[config.mk]
export PLATFORM = sky130hd
export DESIGN_NAME = per_type_message_throttle_flat
export DESIGN_NICKNAME = d
export VERILOG_FILES = /design/src/sv/pmt_pkg.sv /design/src/sv/pmt_if.sv /design/src/sv/pmt_ram.sv /design/src/sv/pmt_front.sv /design/src/sv/pmt_queue.sv /design/src/sv/pmt_back.sv /design/src/sv/per_type_message_throttle.sv /design/src/flat_wrapper.sv
export VERILOG_INCLUDE_DIRS = /design/src /design/src/sv
export SDC_FILE = /design/constraint.sdc
export NUM_CORES = 1
export LEC_CHECK = 0
export ABC_AREA = 0
export BUFFER_PORTS_ARGS = -buffer_cell sky130_fd_sc_hd__clkbuf_2
export CORE_UTILIZATION = 55
export DETAILED_ROUTE_END_ITERATION = 8
export PLACE_DENSITY = 0.72
export RECOVER_POWER = 100
export SLEW_MARGIN = 20
export SYNTH_ARGS = -nofsm -noshare
export SYNTH_HDL_FRONTEND = slang
export SYNTH_HIERARCHICAL = 1
export SYNTH_SLANG_ARGS = --single-unit
[constraint.sdc]
create_clock -name i_clk -period 8.7 [get_ports i_clk]
set_input_delay 0.87 -clock i_clk [delete_from_list [all_inputs] [get_ports i_clk]]
set_output_delay 0.87 -clock i_clk [all_outputs]
set_load 0.02 [all_outputs]
[src/sv/per_type_message_throttle_macros.svh]
// Assertion helpers for the throttle RTL, used by pmt_back.
`ifndef PER_TYPE_MESSAGE_THROTTLE_MACROS_SVH
`define PER_TYPE_MESSAGE_THROTTLE_MACROS_SVH

// Same-cycle implication, disabled while reset is asserted.
`define PMT_ASSERT_IMP(lbl, clk, rstn, ante, cons) \
    lbl: assert property (@(posedge clk) disable iff (!(rstn)) (ante) |-> (cons)) \
        else $error("pmt check failed");

// Next-cycle implication, disabled while reset is asserted.
`define PMT_ASSERT_NXT(lbl, clk, rstn, ante, cons) \
    lbl: assert property (@(posedge clk) disable iff (!(rstn)) (ante) |=> (cons)) \
        else $error("pmt check failed");

`endif

[src/sv/pmt_pkg.sv]
package pmt_pkg;

    // field widths
    localparam int KIND_W   = 2;
    localparam int TYPE_W   = 8;
    localparam int TEXT_W   = 12;
    localparam int LEN_W    = 13;
    localparam int STATUS_W = 2;
    localparam int CREDIT_W = 4;
    localparam int TIMER_W  = 8;
    localparam int CFG_IW   = 2;
    localparam int CFG_DW   = 13;

    // request kinds
    localparam logic [KIND_W-1:0] KIND_ERROR    = 2'd0;
    localparam logic [KIND_W-1:0] KIND_PERI     = 2'd1;
    localparam logic [KIND_W-1:0] KIND_TICK     = 2'd2;
    localparam logic [KIND_W-1:0] KIND_RESERVED = 2'd3;

    // result status codes
    localparam logic [STATUS_W-1:0] ST_ACCEPTED  = 2'd0;
    localparam logic [STATUS_W-1:0] ST_THROTTLED = 2'd1;
    localparam logic [STATUS_W-1:0] ST_INVALID   = 2'd2;
    localparam logic [STATUS_W-1:0] ST_TOO_LONG  = 2'd3;

    // register indexes
    localparam logic [CFG_IW-1:0] REG_CREDIT_LIMIT  = 2'd0;
    localparam logic [CFG_IW-1:0] REG_HOLDOFF_TICKS = 2'd1;
    localparam logic [CFG_IW-1:0] REG_MAX_LENGTH    = 2'd2;

    // register reset values
    localparam logic [CREDIT_W-1:0] RST_CREDIT_LIMIT  = 4'd4;
    localparam logic [TIMER_W-1:0]  RST_HOLDOFF_TICKS = 8'd20;
    localparam logic [LEN_W-1:0]    RST_MAX_LENGTH    = 13'd256;

    // bytes added by message framing
    localparam logic [LEN_W-1:0] FRAME_OVERHEAD = 13'd28;

    // queue between front and back
    localparam int QUEUE_DEPTH = 2;
    localparam int QUEUE_PW    = $clog2(QUEUE_DEPTH);
    localparam int QUEUE_CW    = $clog2(QUEUE_DEPTH + 1);

    // work the back end does for a queued request
    typedef enum logic [1:0] {
        OP_DIRECT,
        OP_TICK,
        OP_ERR,
        OP_PERI
    } t_op;

    typedef enum logic [1:0] {
        S_CLEAR,
        S_IDLE,
        S_EXEC,
        S_TICK
    } t_back_state;

    // classified request; status is final for OP_DIRECT and the
    // pass-throttle outcome for OP_ERR / OP_PERI
    typedef struct packed {
        t_op                 op;
        logic [STATUS_W-1:0] status;
        logic [TYPE_W-1:0]   msg_type;
        logic [LEN_W-1:0]    len;
    } t_item;

    typedef struct packed {
        logic [CREDIT_W-1:0] credit_limit;
        logic [TIMER_W-1:0]  holdoff_ticks;
        logic [LEN_W-1:0]    max_length;
    } t_cfg;

endpackage

[src/sv/pmt_if.sv]
// request channel
interface pmt_req_if;
    logic                        valid;
    logic                        ready;
    logic [pmt_pkg::KIND_W-1:0]  kind;
    logic                        unthrottled;
    logic [pmt_pkg::TYPE_W-1:0]  msg_type;
    logic [pmt_pkg::TEXT_W-1:0]  text_length;

    modport source (output valid, kind, unthrottled, msg_type, text_length, input ready);
    modport sink   (input valid, kind, unthrottled, msg_type, text_length, output ready);
endinterface

// result channel
interface pmt_rsp_if;
    logic                          valid;
    logic                          ready;
    logic [pmt_pkg::STATUS_W-1:0]  status;
    logic [pmt_pkg::LEN_W-1:0]     message_length;

    modport source (output valid, status, message_length, input ready);
    modport sink   (input valid, status, message_length, output ready);
endinterface

// register write channel
interface pmt_cfg_if;
    logic                        valid;
    logic                        ready;
    logic [pmt_pkg::CFG_IW-1:0]  index;
    logic [pmt_pkg::CFG_DW-1:0]  data;

    modport source (output valid, index, data, input ready);
    modport sink   (input valid, index, data, output ready);
endinterface

[src/sv/pmt_ram.sv]
module pmt_ram #(
    parameter int WIDTH = 8,
    parameter int DEPTH = 16,
    parameter int AW    = (DEPTH > 1) ? $clog2(DEPTH) : 1
) (
    input  logic             i_clk,
    input  logic             i_we,
    input  logic [AW-1:0]    i_waddr,
    input  logic [WIDTH-1:0] i_wdata,
    input  logic             i_re,
    input  logic [AW-1:0]    i_raddr,
    output logic [WIDTH-1:0] o_rdata
);

    logic [WIDTH-1:0] r_mem [DEPTH];
    logic [WIDTH-1:0] r_rdata;

    // one write port, one registered read port
    always_ff @(posedge i_clk) begin
        if (i_we) begin
            r_mem[i_waddr] <= i_wdata;
        end
        if (i_re) begin
            r_rdata <= r_mem[i_raddr];
        end
    end

    assign o_rdata = r_rdata;

endmodule

[src/sv/pmt_front.sv]
module pmt_front #(
    parameter int ERROR_TYPES = 32,
    parameter int PERI_TYPES  = 16
) (
    pmt_req_if.sink                  i_req,
    input  logic                     i_full,
    input  logic                     i_hold,
    input  logic [pmt_pkg::LEN_W-1:0] i_max_length,
    output logic                     o_push,
    output pmt_pkg::t_item           o_item
);
    import pmt_pkg::*;

    logic [LEN_W-1:0]    framed;
    logic                too_long;
    logic [STATUS_W-1:0] pass_st;
    logic                err_ok;
    logic                peri_ok;

    // take a request whenever the queue has room and the tables are live
    assign i_req.ready = !i_full && !i_hold;
    assign o_push      = i_req.valid && i_req.ready;

    assign framed   = LEN_W'(i_req.text_length) + FRAME_OVERHEAD;
    assign too_long = framed > i_max_length;
    assign pass_st  = too_long ? ST_TOO_LONG : ST_ACCEPTED;
    assign err_ok   = {1'b0, i_req.msg_type} < (TYPE_W + 1)'(ERROR_TYPES);
    assign peri_ok  = {1'b0, i_req.msg_type} < (TYPE_W + 1)'(PERI_TYPES);

    // classify the request
    always_comb begin
        o_item.op       = OP_DIRECT;
        o_item.status   = ST_INVALID;
        o_item.msg_type = i_req.msg_type;
        o_item.len      = framed;
        unique case (i_req.kind)
            KIND_ERROR: begin
                if (i_req.unthrottled) begin
                    o_item.status = pass_st;
                end else if (err_ok) begin
                    o_item.op     = OP_ERR;
                    o_item.status = pass_st;
                end
            end
            KIND_PERI: begin
                if (i_req.unthrottled) begin
                    o_item.status = pass_st;
                end else if (peri_ok) begin
                    o_item.op     = OP_PERI;
                    o_item.status = pass_st;
                end
            end
            KIND_TICK: begin
                o_item.op     = OP_TICK;
                o_item.status = ST_ACCEPTED;
                o_item.len    = '0;
            end
            KIND_RESERVED: begin
                o_item.len = '0;
            end
        endcase
    end

endmodule

[src/sv/pmt_queue.sv]
module pmt_queue (
    input  logic           i_clk,
    input  logic           i_rst_n,
    input  logic           i_push,
    input  pmt_pkg::t_item i_item,
    output logic           o_full,
    input  logic           i_pop,
    output logic           o_empty,
    output pmt_pkg::t_item o_item
);
    import pmt_pkg::*;

    t_item               r_mem [QUEUE_DEPTH];
    logic [QUEUE_PW-1:0] r_wr;
    logic [QUEUE_PW-1:0] r_rd;
    logic [QUEUE_CW-1:0] r_count;

    assign o_full  = r_count == QUEUE_CW'(QUEUE_DEPTH);
    assign o_empty = r_count == '0;
    assign o_item  = r_mem[r_rd];

    // entry storage
    always_ff @(posedge i_clk) begin
        if (i_push) begin
            r_mem[r_wr] <= i_item;
        end
    end

    // pointers and fill level
    always_ff @(posedge i_clk) begin
        if (!i_rst_n) begin
            r_wr    <= '0;
            r_rd    <= '0;
            r_count <= '0;
        end else begin
            if (i_push) begin
                r_wr <= r_wr + 1'b1;
            end
            if (i_pop) begin
                r_rd <= r_rd + 1'b1;
            end
            unique case ({i_push, i_pop})
                2'b10:   r_count <= r_count + 1'b1;
                2'b01:   r_count <= r_count - 1'b1;
                default: r_count <= r_count;
            endcase
        end
    end

endmodule

[src/sv/pmt_back.sv]
`include "per_type_message_throttle_macros.svh"

module pmt_back #(
    parameter int ERROR_TYPES = 32,
    parameter int PERI_TYPES  = 16
) (
    input  logic           i_clk,
    input  logic           i_rst_n,
    input  pmt_pkg::t_cfg  i_cfg,
    input  logic           i_empty,
    input  pmt_pkg::t_item i_item,
    output logic           o_pop,
    output logic           o_clearing,
    pmt_rsp_if.source      o_rsp
);
    import pmt_pkg::*;

    localparam int EAW  = (ERROR_TYPES > 1) ? $clog2(ERROR_TYPES) : 1;
    localparam int PAW  = (PERI_TYPES > 1) ? $clog2(PERI_TYPES) : 1;
    localparam int MAXD = (ERROR_TYPES > PERI_TYPES) ? ERROR_TYPES : PERI_TYPES;
    localparam int CW   = $clog2(MAXD + 1);

    t_back_state         r_state, n_state;
    logic [CW-1:0]       r_idx, n_idx;
    t_item               r_item, n_item;
    logic                r_out_valid;
    logic [STATUS_W-1:0] r_status, n_status;
    logic [LEN_W-1:0]    r_len, n_len;

    logic                out_free;
    logic                out_load;
    logic [CW-1:0]       widx;
    logic                ram_re;
    logic                cr_we, tm_we;
    logic [EAW-1:0]      cr_waddr, cr_raddr;
    logic [PAW-1:0]      tm_waddr, tm_raddr;
    logic [CREDIT_W-1:0] cr_wdata, cr_rdata;
    logic [TIMER_W-1:0]  tm_wdata, tm_rdata;

    pmt_ram #(.WIDTH(CREDIT_W), .DEPTH(ERROR_TYPES)) u_credit (
        .i_clk   (i_clk),
        .i_we    (cr_we),
        .i_waddr (cr_waddr),
        .i_wdata (cr_wdata),
        .i_re    (ram_re),
        .i_raddr (cr_raddr),
        .o_rdata (cr_rdata)
    );

    pmt_ram #(.WIDTH(TIMER_W), .DEPTH(PERI_TYPES)) u_timer (
        .i_clk   (i_clk),
        .i_we    (tm_we),
        .i_waddr (tm_waddr),
        .i_wdata (tm_wdata),
        .i_re    (ram_re),
        .i_raddr (tm_raddr),
        .o_rdata (tm_rdata)
    );

    assign out_free    = !r_out_valid || o_rsp.ready;
    assign widx        = r_idx - 1'b1;
    assign o_clearing  = r_state == S_CLEAR;
    assign o_rsp.valid          = r_out_valid;
    assign o_rsp.status         = r_status;
    assign o_rsp.message_length = r_len;

    // sequencer: clear pass, request execution, tick sweep
    always_comb begin
        n_state  = r_state;
        n_idx    = r_idx;
        n_item   = r_item;
        n_status = r_status;
        n_len    = r_len;
        o_pop    = 1'b0;
        out_load = 1'b0;
        ram_re   = 1'b0;
        cr_raddr = i_item.msg_type[EAW-1:0];
        tm_raddr = i_item.msg_type[PAW-1:0];
        cr_we    = 1'b0;
        tm_we    = 1'b0;
        cr_waddr = r_idx[EAW-1:0];
        tm_waddr = r_idx[PAW-1:0];
        cr_wdata = '0;
        tm_wdata = '0;
        unique case (r_state)
            S_CLEAR: begin
                cr_we = r_idx < CW'(ERROR_TYPES);
                tm_we = r_idx < CW'(PERI_TYPES);
                if (r_idx == CW'(MAXD - 1)) begin
                    n_state = S_IDLE;
                    n_idx   = '0;
                end else begin
                    n_idx = r_idx + 1'b1;
                end
            end
            S_IDLE: begin
                if (!i_empty) begin
                    unique case (i_item.op)
                        OP_DIRECT: begin
                            if (out_free) begin
                                o_pop    = 1'b1;
                                out_load = 1'b1;
                                n_status = i_item.status;
                                n_len    = i_item.len;
                            end
                        end
                        OP_TICK: begin
                            // result is fixed, send it and sweep afterwards
                            if (out_free) begin
                                o_pop    = 1'b1;
                                out_load = 1'b1;
                                n_status = ST_ACCEPTED;
                                n_len    = '0;
                                n_state  = S_TICK;
                                n_idx    = '0;
                            end
                        end
                        OP_ERR, OP_PERI: begin
                            o_pop   = 1'b1;
                            ram_re  = 1'b1;
                            n_item  = i_item;
                            n_state = S_EXEC;
                        end
                    endcase
                end
            end
            S_EXEC: begin
                // table word is in the read register now
                if (out_free) begin
                    out_load = 1'b1;
                    n_len    = r_item.len;
                    n_state  = S_IDLE;
                    if (r_item.op == OP_ERR) begin
                        cr_waddr = r_item.msg_type[EAW-1:0];
                        cr_wdata = cr_rdata + 1'b1;
                        if (cr_rdata >= i_cfg.credit_limit) begin
                            n_status = ST_THROTTLED;
                        end else begin
                            cr_we    = 1'b1;
                            n_status = r_item.status;
                        end
                    end else begin
                        tm_waddr = r_item.msg_type[PAW-1:0];
                        tm_wdata = i_cfg.holdoff_ticks;
                        if (tm_rdata != '0) begin
                            n_status = ST_THROTTLED;
                        end else begin
                            tm_we    = 1'b1;
                            n_status = r_item.status;
                        end
                    end
                end
            end
            S_TICK: begin
                // read entry idx, write back entry idx-1 decremented
                ram_re   = 1'b1;
                cr_raddr = r_idx[EAW-1:0];
                tm_raddr = r_idx[PAW-1:0];
                cr_waddr = widx[EAW-1:0];
                tm_waddr = widx[PAW-1:0];
                cr_wdata = cr_rdata - 1'b1;
                tm_wdata = tm_rdata - 1'b1;
                if (r_idx != '0) begin
                    cr_we = (widx < CW'(ERROR_TYPES)) && (cr_rdata != '0);
                    tm_we = (widx < CW'(PERI_TYPES)) && (tm_rdata != '0);
                end
                if (r_idx == CW'(MAXD)) begin
                    n_state = S_IDLE;
                    n_idx   = '0;
                end else begin
                    n_idx = r_idx + 1'b1;
                end
            end
        endcase
    end

    // control state
    always_ff @(posedge i_clk) begin
        if (!i_rst_n) begin
            r_state     <= S_CLEAR;
            r_idx       <= '0;
            r_out_valid <= 1'b0;
        end else begin
            r_state     <= n_state;
            r_idx       <= n_idx;
            r_out_valid <= out_load || (r_out_valid && !o_rsp.ready);
        end
    end

    // payload
    always_ff @(posedge i_clk) begin
        r_item   <= n_item;
        r_status <= n_status;
        r_len    <= n_len;
    end

    `PMT_ASSERT_IMP(a_no_pop_in_clear, i_clk, i_rst_n, r_state == S_CLEAR, !o_pop)
    `PMT_ASSERT_IMP(a_load_into_free, i_clk, i_rst_n, out_load, out_free)
    `PMT_ASSERT_IMP(a_exec_table_op, i_clk, i_rst_n, r_state == S_EXEC,
        r_item.op == OP_ERR || r_item.op == OP_PERI)
    `PMT_ASSERT_NXT(a_sweep_ends, i_clk, i_rst_n,
        r_state == S_TICK && r_idx == CW'(MAXD), r_state == S_IDLE)

endmodule

[src/sv/per_type_message_throttle.sv]
// Per-type log message throttle. Requests enter through a classifier that
// checks kind, type range and framed length (text + 28 bytes), and wait in a
// two-entry queue for the table engine. For error and peripheral messages of
// a throttled type the engine first reads the credit or holdoff word from
// its table RAM (registered read), then decides and writes it back.
// Unthrottled, out-of-range and reserved requests are answered without the
// tables. A tick answers at once and then sweeps both tables one entry per
// cycle, finishing the sweep before the next request starts.
// After reset both tables are zeroed by a clearing pass during which no
// request is taken; register writes are taken at any time and should be
// issued only while the block is idle.
module per_type_message_throttle #(
    parameter int ERROR_TYPES = 32,
    parameter int PERI_TYPES  = 16
) (
    input  logic      i_clk,
    input  logic      i_rst_n,
    pmt_cfg_if.sink   i_cfg,
    pmt_req_if.sink   i_req,
    pmt_rsp_if.source o_rsp
);
    import pmt_pkg::*;

    logic [CREDIT_W-1:0] r_credit_limit;
    logic [TIMER_W-1:0]  r_holdoff_ticks;
    logic [LEN_W-1:0]    r_max_length;
    t_cfg                cfg;

    logic  q_push, q_full, q_pop, q_empty, clearing;
    t_item q_in, q_out;

    // register file
    assign i_cfg.ready = 1'b1;

    always_ff @(posedge i_clk) begin
        if (!i_rst_n) begin
            r_credit_limit  <= RST_CREDIT_LIMIT;
            r_holdoff_ticks <= RST_HOLDOFF_TICKS;
            r_max_length    <= RST_MAX_LENGTH;
        end else if (i_cfg.valid && i_cfg.ready) begin
            unique case (i_cfg.index)
                REG_CREDIT_LIMIT:  r_credit_limit  <= i_cfg.data[CREDIT_W-1:0];
                REG_HOLDOFF_TICKS: r_holdoff_ticks <= i_cfg.data[TIMER_W-1:0];
                REG_MAX_LENGTH:    r_max_length    <= i_cfg.data[LEN_W-1:0];
                default: ;
            endcase
        end
    end

    assign cfg = '{credit_limit: r_credit_limit, holdoff_ticks: r_holdoff_ticks,
                   max_length: r_max_length};

    pmt_front #(.ERROR_TYPES(ERROR_TYPES), .PERI_TYPES(PERI_TYPES)) u_front (
        .i_req        (i_req),
        .i_full       (q_full),
        .i_hold       (clearing),
        .i_max_length (cfg.max_length),
        .o_push       (q_push),
        .o_item       (q_in)
    );

    pmt_queue u_queue (
        .i_clk   (i_clk),
        .i_rst_n (i_rst_n),
        .i_push  (q_push),
        .i_item  (q_in),
        .o_full  (q_full),
        .i_pop   (q_pop),
        .o_empty (q_empty),
        .o_item  (q_out)
    );

    pmt_back #(.ERROR_TYPES(ERROR_TYPES), .PERI_TYPES(PERI_TYPES)) u_back (
        .i_clk      (i_clk),
        .i_rst_n    (i_rst_n),
        .i_cfg      (cfg),
        .i_empty    (q_empty),
        .i_item     (q_out),
        .o_pop      (q_pop),
        .o_clearing (clearing),
        .o_rsp      (o_rsp)
    );

endmodule

[src/flat_wrapper.sv]
// flat-port wrapper written by rule: the top's interface ports become plain ports
module per_type_message_throttle_flat import pmt_pkg::*;
#(
    parameter int ERROR_TYPES = 32,
    parameter int PERI_TYPES  = 16
)
  (i_clk, i_rst_n, i_cfg_valid, i_cfg_index, i_cfg_data, i_cfg_ready, i_req_valid, i_req_kind, i_req_unthrottled, i_req_msg_type, i_req_text_length, i_req_ready, o_rsp_valid, o_rsp_status, o_rsp_message_length, o_rsp_ready);
  pmt_cfg_if i_cfg_i ();
  pmt_req_if i_req_i ();
  pmt_rsp_if o_rsp_i ();
  input  logic i_clk;
  input  logic i_rst_n;
  input wire logic [$bits(i_cfg_i.valid)-1:0] i_cfg_valid;
  input wire logic [$bits(i_cfg_i.index)-1:0] i_cfg_index;
  input wire logic [$bits(i_cfg_i.data)-1:0] i_cfg_data;
  output wire logic [$bits(i_cfg_i.ready)-1:0] i_cfg_ready;
  input wire logic [$bits(i_req_i.valid)-1:0] i_req_valid;
  input wire logic [$bits(i_req_i.kind)-1:0] i_req_kind;
  input wire logic [$bits(i_req_i.unthrottled)-1:0] i_req_unthrottled;
  input wire logic [$bits(i_req_i.msg_type)-1:0] i_req_msg_type;
  input wire logic [$bits(i_req_i.text_length)-1:0] i_req_text_length;
  output wire logic [$bits(i_req_i.ready)-1:0] i_req_ready;
  output wire logic [$bits(o_rsp_i.valid)-1:0] o_rsp_valid;
  output wire logic [$bits(o_rsp_i.status)-1:0] o_rsp_status;
  output wire logic [$bits(o_rsp_i.message_length)-1:0] o_rsp_message_length;
  input wire logic [$bits(o_rsp_i.ready)-1:0] o_rsp_ready;
  assign i_cfg_i.valid = i_cfg_valid;
  assign i_cfg_i.index = i_cfg_index;
  assign i_cfg_i.data = i_cfg_data;
  assign i_cfg_ready = i_cfg_i.ready;
  assign i_req_i.valid = i_req_valid;
  assign i_req_i.kind = i_req_kind;
  assign i_req_i.unthrottled = i_req_unthrottled;
  assign i_req_i.msg_type = i_req_msg_type;
  assign i_req_i.text_length = i_req_text_length;
  assign i_req_ready = i_req_i.ready;
  assign o_rsp_valid = o_rsp_i.valid;
  assign o_rsp_status = o_rsp_i.status;
  assign o_rsp_message_length = o_rsp_i.message_length;
  assign o_rsp_i.ready = o_rsp_ready;
  per_type_message_throttle #(.ERROR_TYPES(ERROR_TYPES), .PERI_TYPES(PERI_TYPES)) u_core (.i_clk(i_clk), .i_rst_n(i_rst_n), .i_cfg(i_cfg_i), .i_req(i_req_i), .o_rsp(o_rsp_i));
endmodule
==> Word-level counts from Yosys, hierarchy flattened <==
Memory sizes are Yosys's and may differ from the RTL's. A register that Yosys moved wholly into a read port is not among the register bits.
Index checks and enable logic that the tools add are counted.
{ "op_classes": {"n_addsub": 10, "n_mul": 0, "div_mod_pow": 0, "n_lt_le_gt_ge": 8, "n_eq_ne": 27, "shifts": 0, "mux": 80, "bitwise_logic": 1, "n_reduce_logical": 32} }
{ "ops": {"columns": ["operator", "n"], "rows": [
  ["13-bit 2-to-1 mux", 5],
  ["13-bit case mux with 2 select lines", 2],
  ["2-bit 2-to-1 mux", 17],
  ["6-bit 2-to-1 mux", 5],
  ["4-bit 2-to-1 mux", 7],
  ["1-bit 2-to-1 mux", 23],
  ["2-bit == test, second input constant", 10],
  ["6-bit case mux with 3 select lines", 1],
  ["8-bit 2-to-1 mux", 2],
  ["2-bit case mux with 2 select lines", 4],
  ["4-bit case mux with 2 select lines", 2],
  ["8-bit case mux with 2 select lines", 1],
  ["5-bit 2-to-1 mux", 3],
  ["12-bit by 5-bit adder with 13-bit output, second input constant", 1],
  ["13-bit greater-than comparator", 1],
  ["6-bit by 5-bit less-than comparator with 1-bit output, second input constant", 2],
  ["6-bit less-than comparator, second input constant", 2],
  ["2-bit inequality test, second input constant", 6],
  ["4-bit case mux with 3 select lines", 1],
  ["6-bit AND reduction", 2],
  ["2-bit by 1-bit == test with 1-bit output, second input constant", 5],
  ["2-bit zero test", 5],
  ["5-bit case mux with 2 select lines", 1],
  ["8-bit by 5-bit less-than comparator with 1-bit output, second input constant", 1],
  ["other kinds (30)", 49]
]} }
{ "totals": {"ff_bits": 75, "latch_bits": 0, "mem_bits_rw": 306, "mem_bits_ro": 0, "inputBits": 43, "memories": 3} }
{ "mem_list": {"columns": ["memory", "depth", "width", "read_ports", "rd_ports_with_merged_regs", "write_ports", "line_no", "source"], "rows": [
  ["u_core.u_back.u_credit.r_mem", 32, 4, 1, 1, 1, "pmt_ram.sv:15", "logic [WIDTH-1:0] r_mem [DEPTH];"],
  ["u_core.u_back.u_timer.r_mem", 16, 8, 1, 1, 1, "pmt_ram.sv:15", null],
  ["u_core.u_queue.r_mem", 2, 25, 1, 1, 1, "pmt_queue.sv:13", "t_item r_mem [QUEUE_DEPTH];"]
]} }

==> Logic depth before layout (Yosys ltp) <==
Gate-level depths: netlist (run 1).
{ "logic_depth": {"ltp_word": 8, "ltp_mapped": 11, "depth_no_buf": 11} }

==> By module <==
Netlist (run 1), hierarchy kept.
{ "modules_own_cells": {"columns": ["mod", "n_inst", "cells_per_inst", "area_each_um2", "seq_area_each_um2"], "rows": [
  ["pmt_ram (u_core.u_back.u_timer)", 1, 229, 5227.5, 4083.9],
  ["pmt_ram (u_core.u_back.u_credit)", 1, 231, 5178.7, 3963.8],
  ["pmt_back", 1, 275, 2812.7, 1291.2],
  ["pmt_queue", 1, 100, 2014.4, 1601.5],
  ["per_type_message_throttle", 1, 104, 1016.0, 500.5],
  ["pmt_front", 1, 110, 749.5, 0.0]
]} }

==> Least setup slack after synthesis (run 1) <==
Ideal clock, no wire load.
{ "synth_timing": {"path_type": "reg-to-reg", "from": "reg u_core.u_back.r_idx[0]", "to": "mem u_core.u_back.u_timer.r_mem[0][0], enable pin", "setup_ns": 0.383, "arrival_ns": 2.893, "required_time_ns": 8.317, "setup_slack_ns": 5.423, "path_stages_with_launch": 11, "n_path_buf": 1, "synth_period_minus_slack_ns": 3.277, "path_cell_list": "dfxtp_1 buf_2 inv_1 ha_1 o21bai_1 a21oi_1 a41oi_1 or3_1 o32ai_2 or3b_2 nor3_1"} }
{ "synth_via": {"elab_chain_len": 7} }
{ "synth_lines": {"columns": ["item", "line_no", "source"], "rows": [
  ["start: declaration", "pmt_back.sv:24", "logic [CW-1:0] r_idx, n_idx;"],
  ["start signal: assignment", "pmt_back.sv:185", "r_idx <= n_idx;"],
  ["6-bit by 1-bit subtractor with 6-bit output", "pmt_back.sv:61", "assign widx = r_idx - 1'b1;"],
  ["6-bit by 5-bit less-than comparator with 1-bit output", "pmt_back.sv:165", "tm_we = (widx < CW'(PERI_TYPES)) && (tm_rdata != '0);"],
  ["1-bit logical AND", "pmt_back.sv:165", null],
  ["1-bit 2-to-1 mux", "pmt_back.sv:163", "if (r_idx != '0) begin"],
  ["1-bit case mux with 3 select lines *", "pmt_back.sv:85", "unique case (r_state)"],
  ["net u_core.u_back.tm_we", "pmt_back.sv:34", "logic cr_we, tm_we;"],
  ["1-bit 2-to-1 mux *", "pmt_ram.sv:20", "if (i_we) begin"],
  ["1-bit 2-to-1 mux (implied by the code) *", "pmt_ram.sv:21", "r_mem[i_waddr] <= i_wdata;"],
  ["end: declaration", "pmt_ram.sv:15", null]
]} }
Mark *: on every way through the listed nets, which the timed path passes. The rest lies on a longest branch.

==> Final worst setup path (run 1) <==
{ "layout_timing": {"from": "reg u_core.u_back.r_state[1]", "to": "mem u_core/u_back/u_credit/r_mem[20][3] in the netlist's numbering (data pin)"} }
{ "layout_via": {"elab_chain_len": 2} }
{ "layout_lines": {"columns": ["item", "line_no", "source"], "rows": [
  ["start: declaration", "pmt_back.sv:23", "t_back_state r_state, n_state;"],
  ["start signal: assignment", "pmt_back.sv:184", "r_state <= n_state;"],
  ["2-bit == test", "pmt_back.sv:85", null],
  ["4-bit case mux with 2 select lines *", "pmt_back.sv:85", null],
  ["net u_core.u_back.cr_wdata[3]", "pmt_back.sv:37", "logic [CREDIT_W-1:0] cr_wdata, cr_rdata;"],
  ["end: declaration", "pmt_ram.sv:15", null]
]} }
Marks and branches as above.

==> results.tsv, run 1 <==
metric	value	unit
drv_cap	9	
cts_setup_buffers	0	
status	finished with violations	
wl_per_cell	21.8	um
antenna_cells_inserted	0	
routed_wl	33100	um
crit_path_top_delay_cell	o21ai_0	
grt_overflow	0	
synth_area	0.0168	sq mm
setup_tns	0	ns
nFillCells	2136	
via_count	9021	
firstDrtPassIters	5	
cp-start-kind	flop	
dpl-instance-area	0.0173	sq mm
ir_drop	0.184	mV
clock_tree.root_cell	clkbuf_16	
multi_input_area	0.00496	sq mm
io_buffers	59	
drc	0	
area_growth	10.2	%
cts_buffers	40	
routed_via_density	5.94	
period_minus_slack	4.86	ns
powerDensity	275	mW/mm^2
syn-mean-instance-area	16.2	sq um
cp.required	8.56	ns
rows	63	
core	0.0298	sq mm
worst_slew_pin_slew	3.16	ns
postLayoutCellArea	0.0185	sq mm
skew	0.0163	ns
critPathKind	reg -> reg	
grt_setup_unrepaired	no	
fp.dieW	177	um
nets	1171	
h-tree-depth	2	
regArea	0.0113	sq mm
cts_buffer_depth	3	
setup_viol	0	
yosys_warnings	6	
violations	capacitance limit, slew limit	
initial_core_util	56.3	%
globalplace.congestion	0.853	
min_period_over_period	55.8	%
antenna_found_initial	0	
grt_use_total	21.6	%
cts.sinks	388	
power.leakage	6.17	nW
crit_chain	ha_1, inv_1, nor4_1, a211oi_1, o21ai_0	
slew_violations	242	
maxSlewHeadroom	-113	%
drtAntennaViolNets	0	
die_h	177	um
io_pins	61	
dp_hpwl	21800	um
endpoint_kind	flop	
clk_pin_slew	0.06	ns
drt-initial-drc-count	811	
fmax	206	MHz
arrival	4.72	ns
whs	0.462	ns
syn-instance-count	1037	
insertion_delay	0.53	ns
cts_tree	yes	
layout-drive-gt1-share	15.4	%
final_util	62.0	%
worstPathMaxFanout	32	
grt_pass1_vias	8951	
die_area	0.0312	sq mm
cpPeakStageDelay	2.35	ns
grt_pass1_wl	50700	um
ctsHoldBuffers	0	
synth_nets	1110	
hold_viol_final	0	
grt_max_degree	48	
hold_class	reg -> reg	
cts.repair.resized	0	
placed cells by master, fill, tap and decap left out, drive strengths merged, types with 18 or more instances in the layout:
cell type / instances
edfxtp: 349
clkbuf: 122
nor2: 81
mux4: 72
nand2: 68
inv: 42
dfxtp: 39
mux2: 31
ha: 30
mux2i: 29
o21ai: 29
nor2b: 21
a21oi: 18
a22oi: 18
per-stage QoR:
stage | power [mW] | cells | worst slack (ns)
6_report | 5.09 | 1518 | 3.84
3_3_place_gp | 3.45 | 1446 | 4.79
5_1_grt | 5.29 | 1518 | 3.15
2_1_floorplan | 3.20 | 1037 | 5.42
3_5_place_dp | 3.48 | 1446 | 4.69
4_1_cts | 5.15 | 1518 | 4.68
where the power goes:
group | total [mW] | internal [mW] | leakage, nW | switching (mW)
combinational | 1.06 | 0.442 | 2.08 | 0.619
clock | 1.67 | 1.00 | 0.623 | 0.666
sequential | 2.36 | 2.29 | 3.47 | 0.0685
routing by layer:
| metal | track usage [%] | wire length, um | share of wire (%) | vias to the layer above |
|---|---|---|---|---|
| li1 | - | - | - | 4120 |
| met1 | 30.0 | 14400 | 44 | 4548 |
| met2 | 35.0 | 15700 | 48 | 286 |
| met3 | 3.36 | 1910 | 5.8 | 67 |
| met4 | 7.79 | 990 | 3.0 | 0 |
| met5 | 0 | 0 | 0 | - |
path summary, 6_finish.rpt:
| kind | slack [ns] | start | depth (start not counted) | to |
|---|---|---|---|---|
| setup / recovery | 3.84 | u_core/u_back/r_state[1] | 5 | u_core/u_back/u_credit/r_mem[20][3] |
| hold / removal | 0.46 | u_core/r_holdoff_ticks[1] | 2 | u_core/r_holdoff_ticks[1] |
| setup reg to reg | 3.84 | u_core/u_back/r_state[1] | 5 | u_core/u_back/u_credit/r_mem[20][3] |
| hold reg to reg | 0.46 | u_core/r_holdoff_ticks[1] | 2 | u_core/r_holdoff_ticks[1] |
registers in the layout (all words and copies together) (netlist names), 4 cells and up, named ones only:
name / cells
u_core/r_holdoff_ticks: 8
u_core/u_back/u_credit/r_mem: 128
u_core/u_back/u_timer/o_rdata: 8
u_core/u_back/o_rsp.message_length: 13
u_core/u_back/u_credit/o_rdata: 4
u_core/u_back/r_item: 22
u_core/u_back/u_timer/r_mem: 128
u_core/r_credit_limit: 4
u_core/u_queue/r_mem: 44
u_core/r_max_length: 13
u_core/u_back/r_idx: 6
worst max-delay path, delay by kind of cell, from the launching register on:
family	cells	cell delay [ns]
DFF	1	0.37
adders and majority gates	1	0.54
AOI/OAI and AO/OA	2	2.43
buffers and inverters	1	0.47
and+or+nand+nor	1	0.36
layout make-up:
type | instances | area share [%]
sequential | 388 | 60.9
clock buffer | 52 | 5.89
clock inverter | 20 | 1.13
multi-input combinational | 555 | 26.8
timing repair buffer | 72 | 1.73
inverter | 41 | 0.833
tap | 390 | 2.64
No activity file was read; power rests on OpenSTA's default activity.
==> inputs of run 2 (changes only) <==
PLACE_DENSITY = 0.75   (was 0.72)
clock period = 4.3 ns   (was 8.7 ns; I/O delays follow)
==> results.tsv, run 2 (synthesis results as in run 1) <==
metric	value	unit
powerDensity	549	mW/mm^2
grt_overflow	0	
h-tree-depth	2	
drt-initial-drc-count	947	
drv_cap	11	
nets	1184	
setup_tns	0	ns
io_buffers	59	
rows	63	
dp_hpwl	22700	um
initial_core_util	56.3	%
hold_viol_final	0	
layout_common_cells	349 x edfxtp_1, 81 x nor2_1, 68 x nand2_1, 58 x mux4_2, 56 x clkbuf_1	
via_count	9401	
fp.dieW	177	um
nFillCells	2130	
arrival	4.02	ns
ctsHoldBuffers	0	
die_h	177	um
cts_setup_buffers	0	
grt_use_total	23.1	%
maxSlewHeadroom	-34.4	%
grt_max_degree	48	
worstPathMaxFanout	36	
grt_setup_unrepaired	no	
endpoint_kind	flop	
antenna_cells_inserted	0	
crit_chain	ha_1, buf_4, mux2_1, mux4_2, mux4_2, mux2_2	
routed_wl	35000	um
skew	0.0240	ns
cts_buffers	39	
core	0.0298	sq mm
drc	0	
regArea	0.0113	sq mm
power	10.1	mW
grt_pass1_wl	53900	um
setup_viol	0	
cts.repair.resized	0	
power.leakage	6.19	nW
cts_tree	yes	
worst_slew_pin_slew	2.02	ns
drtAntennaViolNets	0	
routed_via_density	6.14	
cts.sinks	388	
cp-start-kind	flop	
hold_class	in -> reg	
cts_buffer_depth	3	
slew_violations	254	
critical_path.top_delay_family	multiplexers	
multi_input_area	0.00497	sq mm
crit_top_cell	mux4_2	
cp.required	4.58	ns
period_minus_slack	3.74	ns
io_pins	61	
area_growth	10.1	%
wl_per_cell	22.9	um
violations	capacitance limit, slew limit	
critPathKind	reg -> reg	
layout-drive-gt1-share	16.1	%
ir_drop	0.271	mV
crit_buf_inv	1	
cpPeakStageDelay	1.22	ns
firstDrtPassIters	6	
insertion_delay	0.53	ns
clock_tree.root_cell	clkbuf_16	
layout_commonest_cell	edfxtp_1	
globalplace.congestion	0.887	
status	finished with violations	
die_area	0.0312	sq mm
fmax	267	MHz
min_period_over_period	87.0	%
crit_path_top_delay_cell	mux2_1	
grt_pass1_vias	9447	
reg_top3	u_core/u_back/u_credit/r_mem x128, u_core/u_back/u_timer/r_mem x128, u_core/u_queue/r_mem x44	
clk_pin_slew	0.06	ns
antenna_found_initial	0	
-- run 2: changes by cell type in the layout (fill, tap and decap cells not counted), sizes merged --
cell | previous run | this run
buf | 2 | 5
bufinv | 4 | 1
clkbuf | 122 | 130
clkinv | 13 | 15
clkinvlp | 2 | 1
inv | 42 | 45
-- run 2: worst paths after layout --
kind | startpoint | depth (start not counted) | slack (ns) | endpoint
worst min-delay path | i_req_msg_type[1] | 1 | 0.13 | u_core/u_queue/r_mem[0][14]
worst min register to register | u_core/r_max_length[1] | 2 | 0.46 | u_core/r_max_length[1]
worst max register to register | u_core/u_back/r_state[1] | 6 | 0.56 | u_core/u_back/u_credit/o_rdata[3]
worst max-delay path | u_core/u_back/r_state[1] | 6 | 0.56 | u_core/u_back/u_credit/o_rdata[3]
-- run 2: final cells by class --
class                           count  area share, %
Sequential cell                   388           61.0
Multi-Input combinational cell    555           26.9
Clock buffer                       49           5.60
Tap cell                          390           2.64
Timing Repair Buffer               86           2.14
Inverter                           41          0.834
Clock inverter                     21          0.814
-- run 2: power breakdown --
part	switching, mW	internal (mW)	total (mW)
Combinational	1.30	0.908	2.21
Sequential	0.151	4.63	4.78
Clock	1.36	1.78	3.14
Total	2.81	7.32	10.1
-- run 2: through the flow --
step / util [%] / instances / hold WS (ns) / instance area [sq um] / setup slack, ns
floorplan: - / 1037 / 0.435 / 16800 / 1.02
global placement: 58.5 / 1459 / 0.443 / 17400 / 0.955
detailed placement: 58.5 / 1459 / 0.450 / 17400 / 0.799
CTS: 62.5 / 1529 / 0.0953 / 18600 / 0.749
global route: 61.9 / 1530 / 0.122 / 18500 / 0.410
finish: 61.9 / 1530 / 0.129 / 18500 / 0.558
-- run 2: metal layers --
metal  vias up  GRT usage (%)  routed length, um
li1       4154              -                  -
met1      4764           31.5              14500
met2       415           38.2              17200
met3        68           3.66               2340
met4         0           7.36                932
met5         -              0                  0
-- run 2: worst register-to-register path, delay by kind of cell, from the launching register on --
| family | cells | cell delay, ns |
|---|---|---|
| fa+ha+maj | 1 | 0.35 |
| buf+inv | 1 | 0.23 |
| flops | 1 | 0.40 |
| mux | 4 | 2.51 |
